### src/heightfield_bilinear_sampler_macros.svh
// Assertion macros shared by the height field sampler.
`ifndef HEIGHTFIELD_BILINEAR_SAMPLER_MACROS_SVH
`define HEIGHTFIELD_BILINEAR_SAMPLER_MACROS_SVH

// Same-cycle implication, sampled on clk and disabled while arst_n is low.
`define HBS_CHECK(label, trig, expr, msg) \
	label: assert property (@(posedge clk) disable iff (!arst_n) (trig) |-> (expr)) \
		else $error(msg);

// Next-cycle implication, sampled on clk and disabled while arst_n is low.
`define HBS_CHECK_NEXT(label, trig, expr, msg) \
	label: assert property (@(posedge clk) disable iff (!arst_n) (trig) |=> (expr)) \
		else $error(msg);

`endif

### src/hbs_pkg.sv
// Shared types, codes and helpers of the height field sampler.
package hbs_pkg;

	localparam int SPW = 31;
	localparam int ADDR_W = 5;

	localparam logic OP_WRITE = 1'b0;
	localparam logic OP_QUERY = 1'b1;

	localparam logic [2:0] REG_X_ORIGIN = 3'd0;
	localparam logic [2:0] REG_Y_ORIGIN = 3'd1;
	localparam logic [2:0] REG_X_SPACING = 3'd2;
	localparam logic [2:0] REG_Y_SPACING = 3'd3;
	localparam logic [2:0] REG_GAIN = 3'd4;
	localparam logic [2:0] REG_BIAS = 3'd5;
	localparam logic [2:0] REG_ROWS = 3'd6;
	localparam logic [2:0] REG_COLS = 3'd7;

	typedef struct packed {
		logic               op;
		logic [7:0]         row;
		logic [7:0]         col;
		logic signed [15:0] sample;
		logic signed [31:0] pos_x;
		logic signed [31:0] pos_y;
	} hbs_cmd_t;

	typedef struct packed {
		logic signed [31:0] height;
		logic signed [31:0] slope_x;
		logic signed [31:0] slope_y;
	} hbs_res_t;

	function automatic logic signed [31:0] sat32(input logic signed [63:0] v);
		logic signed [31:0] r;
		if (v > 64'sh0000_0000_7fff_ffff) begin
			r = 32'sh7fff_ffff;
		end else if (v < -64'sh0000_0000_8000_0000) begin
			r = 32'sh8000_0000;
		end else begin
			r = v[31:0];
		end
		return r;
	endfunction

endpackage

### src/hbs_delay.sv
// Delay line that keeps side data and valid bits aligned with a divider.
module hbs_delay import hbs_pkg::*; #(
	parameter int W = 8,
	parameter int D = 4
) (
	input  logic         clk,
	input  logic         arst_n,
	input  logic         en,
	input  logic [W-1:0] din,
	output logic [W-1:0] dout
);
	logic [W-1:0] line_s [D];

	always_ff @(posedge clk or negedge arst_n) begin
		if (!arst_n) begin
			for (int i = 0; i < D; i++) begin
				line_s[i] <= '0;
			end
		end else if (en) begin
			line_s[0] <= din;
			for (int i = 1; i < D; i++) begin
				line_s[i] <= line_s[i-1];
			end
		end
	end

	assign dout = line_s[D-1];

endmodule

### config.mk
export PLATFORM = sky130hd
export DESIGN_NAME = hbs_delay
export DESIGN_NICKNAME = d
export VERILOG_FILES = /design/src/heightfield_bilinear_sampler_macros.svh /design/src/hbs_pkg.sv /design/src/hbs_delay.sv
export SDC_FILE = /design/constraint.sdc
export NUM_CORES = 1
export LEC_CHECK = 0
export ABC_AREA = 1
export BUFFER_PORTS_ARGS = -buffer_cell sky130_fd_sc_hd__buf_2
export CAP_MARGIN = 20
export CORE_MARGIN = 4
export CORE_UTILIZATION = 50
export CTS_BUF_LIST = sky130_fd_sc_hd__clkbuf_8
export CTS_CLUSTER_SIZE = 20
export DETAILED_ROUTE_END_ITERATION = 7
export GPL_TIMING_DRIVEN = 0
export PLACE_DENSITY = 0.82
export SLEW_MARGIN = 20
export SYNTH_ARGS = -nofsm -noshare
export SYNTH_HDL_FRONTEND = slang
export SYNTH_SLANG_ARGS = --single-unit
### constraint.sdc
create_clock -name clk -period 0.8 [get_ports clk]
set_input_delay 0 -clock clk [delete_from_list [all_inputs] [get_ports clk]]
set_output_delay 0 -clock clk [all_outputs]
set_load 0.01 [all_outputs]
==> results.cfg, run 1 <==
[timing]
finalSetupViolCount = 0
worst_slew_pin_slew_ns = 0.426
worst_slack_ns = 0.000748
slew_viol_final = 0
grt_setup_unrepaired = yes
hold_ws_ns = 0.0148
final-hold-violation-count = 0
slew_headroom = 0.716
fmaxAchievable_mhz = 1250
post-route-period-util = 0.999
fin_crit_ns = 0.799
finalClockSkew_ns = 0.00363

[worst_setup_path]
rr_startpoint = dout[4]
worstSetupEndpointType = output port
rrSetupSlack_ns = 0.07
crit_arrival_ns = 0.80
endpoint = dout[0]
path_class = flip-flop to output port
timing.rr.end = dout[4]
crit_family = flip-flops
cp-start-kind = flip-flop
crit_buf_inv = 1
required_ns = 0.80
slowest_delay_ns = 0.39
path_cells = buf_6
crit_slowest_cell = dfrtp_1
critPathMaxFanout = 2
reg2reg_depth = 3
cp.depth = 1
cp-startpoint = dout[0]

[placement]
dp_slack_ns = 0.163
routabilityCongestion = 0.704
dp_cells = 191
placed_area_um2 = 1480
port-buffer-count = 17
hpwl_um = 1550

[finish]
seqCellArea_um2 = 801
antennaDiodeCount = 0
drive_gt1_frac = 0.278
fin_area_um2 = 1730
multiInputGateArea_um2 = 388
utilization = 0.686
final_cells = 210
layout_common_cells = nand2_1 (85), dfrtp_1 (32), buf_6 (11), nand2_2 (11), dlygate4sd3_1 (11)
fillerInstances = 201
fin_nets = 190
area_growth_pct = 27.7
final_common_cell = nand2_1

[logic_synthesis]
yosysWarnings = 0
syn_avg_cell_area_um2 = 9.41
netlist_instances = 144
ys_seq_area_frac = 0.591
syn_nets = 155
syn_area_um2 = 1360
synth_cell_types = 8
synth-seq-cells = 32

[floorplan]
initial_core_util = 0.537
boundaryPins = 19
dieArea_um2 = 3610
num_rows = 18
coreArea_um2 = 2520
die_x_um = 60.1
die_h_um = 60.1

[detailed_routing]
ant_nets = 0
drc_errors = 0
routed_wl_um = 2370
routed-via-count = 967
avgViaCountPerCell = 4.60
drt_iter0_markers = 12
wl_per_cell_um = 11.3
drtPass1Iterations = 4

[clocking]
clkTransAtPathRegs_ns = 0.06
h-tree-depth = 2
cts_buffers = 5
cts_tree = done
clkLatencyLatePin_ns = 0.28
cts_buffer_depth = 2
ctsRootBufferMaster = clkbuf_8
clock_sinks = 32

[min_path]
holdCritPathClass = primary input to flip-flop

[power_and_ir_drop]
p_leak_nw = 0.962
ir_drop_mv = 1.87
powerDensity_nw_per_um2 = 2170

[global_routing]
gr-total-overflow = 0
grt_util_all_layers = 0.174
antenna_found_initial = 0
grt_max_degree = 33
grt_pass1_vias = 995
grt_pass1_wl_um = 4310

[status]
status = completed

[flow_run]
max-cap-violations = 0
[worst min path at each step]
stage	start	end	slack (ns)	depth (start not counted)
after floorplan	arst_n	dout[0]	-0.30	0
after global placement	arst_n	line_s[31]	0.07	1
after detailed placement	arst_n	line_s[30]	0.08	1
after CTS	en	line_s[15]	0.004	4
after global routing	en	line_s[15]	0.03	4
final	en	line_s[15]	0.01	4
[where the power goes]
part           leakage [nW]  switching [W]  internal (W)
combinational         0.505       0.000271      0.000348
clock                0.0538       0.000541      0.000674
sequential            0.403       0.000114       0.00181
[logic make-up after synthesis]
kind of cell | share of synthesized area
and+or+nand+nor | 0.286
DFF | 0.591
buffers and inverters | 0.123
[synthesized netlist by cell type]
cell       n  area, µm²
buf_4      8       60.1
buf_12     1       20.0
inv_8      1       11.3
nand2_1   85        319
dfrtp_1   32        801
clkbuf_8   3       41.3
nand2_2   11       68.8
buf_6      3       33.8
[repair_timing]
action | CTS | global route
hold buffers | 11 | 0
endpoints found under the hold margin | 42 | 0
setup buffers | 8 | 0
gates resized for setup | 8 | 1
setup endpoints to repair | 8 | 40
[worst reg2reg max path: cells and delay by family (launching register included)]
kind          cells  cell delay [ns]
flops             1             0.39
buf+inv           1             0.14
simple gates      2             0.10
[registers in the layout (all words and copies together), names as in the netlist]
name / count
line_s: 24
dout: 8
[through the flow]
step / power, W / setup TNS, ns
final: 0.00375 / 0
after floorplan: 0.00228 / 0
after detailed placement: 0.00246 / 0
after global routing: 0.00400 / -0.239
after CTS: 0.00382 / -0.0691
after global placement: 0.00242 / 0
[layout make-up]
| class | instances | area share |
|---|---|---|
| clock buffers | 6 | 0.0477 |
| inverters | 1 | 0.00651 |
| repair buffers | 36 | 0.178 |
| plain buffers | 7 | 0.0550 |
| well taps | 30 | 0.0217 |
| multi-input cells | 96 | 0.224 |
| flip-flops and latches | 32 | 0.463 |
| clock inverters | 2 | 0.00434 |
[layer usage]
layer | global-route usage | part of all wire | up-vias
met4 | 0.0854 | 0.027 | 0
met5 | 0 | 0 | -
met1 | 0.183 | 0.42 | 449
met3 | 0.0713 | 0.050 | 8
li1 | - | - | 488
met2 | 0.296 | 0.51 | 22
No activity file was read; power rests on OpenSTA's default activity.
==> inputs of run 2 (changes only) <==
--- a/config.mk
+++ b/config.mk
@@ -7,7 +7,7 @@
 export LEC_CHECK = 0
 export ABC_AREA = 1
+export ABC_CLOCK_PERIOD_IN_PS = 800
 export BUFFER_PORTS_ARGS = -buffer_cell sky130_fd_sc_hd__buf_2
 export CAP_MARGIN = 20
-export CORE_MARGIN = 4
 export CORE_UTILIZATION = 50
 export CTS_BUF_LIST = sky130_fd_sc_hd__clkbuf_8
==> constraint.sdc (replaced) <==
create_clock -name clk -period 0.8 [get_ports clk]
set_input_delay 0.08 -clock clk [delete_from_list [all_inputs] [get_ports clk]]
set_output_delay 0.08 -clock clk [all_outputs]
set_load 0.01 [all_outputs]
==> results.cfg, run 2 (same netlist as run 1, synthesis figures left out) <==
[status]
status = finished, violations left
violations = negative hold slack, negative setup slack

[global_routing]
grt_pass1_vias = 848
grt_util_all_layers = 0.185
gr-total-overflow = 0
antenna_found_initial = 0
grt_max_degree = 33
grt_pass1_wl_um = 3470

[worst_setup_path]
crit_family = flip-flops
required_ns = 0.72
rr_startpoint = dout[0]
slowest_delay_ns = 0.39
reg2reg_depth = 3
path_cells = buf_6
path_class = flip-flop to output port
rrSetupSlack_ns = 0.05
worstSetupEndpointType = output port
crit_buf_inv = 1
cp-start-kind = flip-flop
crit_arrival_ns = 0.82
crit_slowest_cell = dfrtp_1
critPathMaxFanout = 2
timing.rr.end = dout[0]

[timing]
slew_headroom = 0.542
grt_setup_unrepaired = yes
fmaxAchievable_mhz = 1120
fin_crit_ns = 0.895
finalSetupViolCount = 8
worst_slack_ns = -0.0950
worst_slew_pin_slew_ns = 0.686
finalClockSkew_ns = 0.00686
hold_ws_ns = -0.170
post-route-period-util = 1.12
final-hold-violation-count = 32
slew_viol_final = 0

[clocking]
clkTransAtPathRegs_ns = 0.07
cts_tree = done
cts_buffers = 5
clock_sinks = 32
h-tree-depth = 2
hold_buffers = 7
cts_buffer_depth = 2
ctsRootBufferMaster = clkbuf_8
clkLatencyLatePin_ns = 0.29

[finish]
fin_nets = 186
top_register = line_s
utilization = 0.671
drive_gt1_frac = 0.301
largest_reg_flops = 24
layout_common_cells = nand2_1 (84), dfrtp_1 (32), nand2_2 (12), buf_6 (11)
antennaDiodeCount = 0
final_common_cell = nand2_1
area_growth_pct = 24.9

[detailed_routing]
routed-via-count = 940
drt_iter0_markers = 13
routed_wl_um = 2210
avgViaCountPerCell = 4.56
drtPass1Iterations = 4
wl_per_cell_um = 10.7
drc_errors = 0
ant_nets = 0

[floorplan]
initial_core_util = 0.537
boundaryPins = 19
num_rows = 18
die_x_um = 54.1
coreArea_um2 = 2520
dieArea_um2 = 2920
die_h_um = 54.1

[min_path]
holdCritPathClass = primary input to asynchronous set/reset pin

[power_and_ir_drop]
p_leak_nw = 0.942
switchingPower_w = 0.000959
seqPwrFrac = 0.507
powerDensity_nw_per_um2 = 2240
ir_drop_mv = 1.84
switching_share = 0.253
p_comb_frac = 0.159
pwr-share-clk = 0.334
p_int_w = 0.00283
power.total_w = 0.00378

[placement]
hpwl_um = 1400
port-buffer-count = 17
dp_slack_ns = 0.0940
routabilityCongestion = 0.692

[flow_run]
max-cap-violations = 0
==> run 2: worst max path at each step <==
stage	to	start	cells past startpoint
CTS	dout[3]	dout[3]	1
detailed placement	dout[2]	dout[2]	2
finish	dout[0]	dout[0]	1
floorplan	dout[2]	dout[2]	1
global placement	dout[2]	dout[2]	2
global route	dout[2]	dout[2]	1
==> run 2: metal layers <==
layer  GRT usage  vias to the layer above  part of all wire  routed length [µm]
met2       0.282                       27              0.48                1070
li1            -                      481                 -                   -
met1       0.203                      426              0.44                 985
met3       0.110                        6             0.054                 119
met5           0                        -                 0                   0
met4      0.0897                        0             0.017                  37
==> run 2: final cells by class <==
class / count / area [µm²]
Timing Repair Buffer: 32 / 265
Fill cell: 217 / 830
Buffer: 7 / 95.1
Sequential cell: 32 / 801
Multi-Input combinational cell: 96 / 390
Tap cell: 30 / 37.5
Inverter: 1 / 11.3
Clock buffer: 6 / 82.6
Clock inverter: 2 / 10.0
==> run 2: timing repair <==
action / CTS / global route
resized for setup: 8 / 1
setup buffers: 9 / 0
setup endpoints to repair: 8 / 9
hold endpoints to repair: 39 / 32
pin swaps: 0 / 2
==> run 2: through the flow <==
| stage | hold slack [ns] | instances | instance area (µm²) | TNS (ns) |
|---|---|---|---|---|
| after detailed placement | 0.162 | 191 | 1480 | 0 |
| after global placement | 0.149 | 191 | 1480 | 0 |
| after global routing | -0.129 | 206 | 1690 | -0.865 |
| final | -0.170 | 206 | 1690 | -0.641 |
| after CTS | -0.150 | 207 | 1700 | -0.732 |
| after floorplan | -0.216 | 144 | 1360 | 0 |
==> run 2: power groups by stage <==
stage          Clock [W]  Sequential, W  Combinational (W)
6_report         0.00126        0.00192           0.000601
5_1_grt          0.00138        0.00193           0.000674
4_1_cts          0.00130        0.00192           0.000616
3_5_place_dp           0        0.00194           0.000506
3_3_place_gp           0        0.00193           0.000488
2_1_floorplan          0        0.00192           0.000361
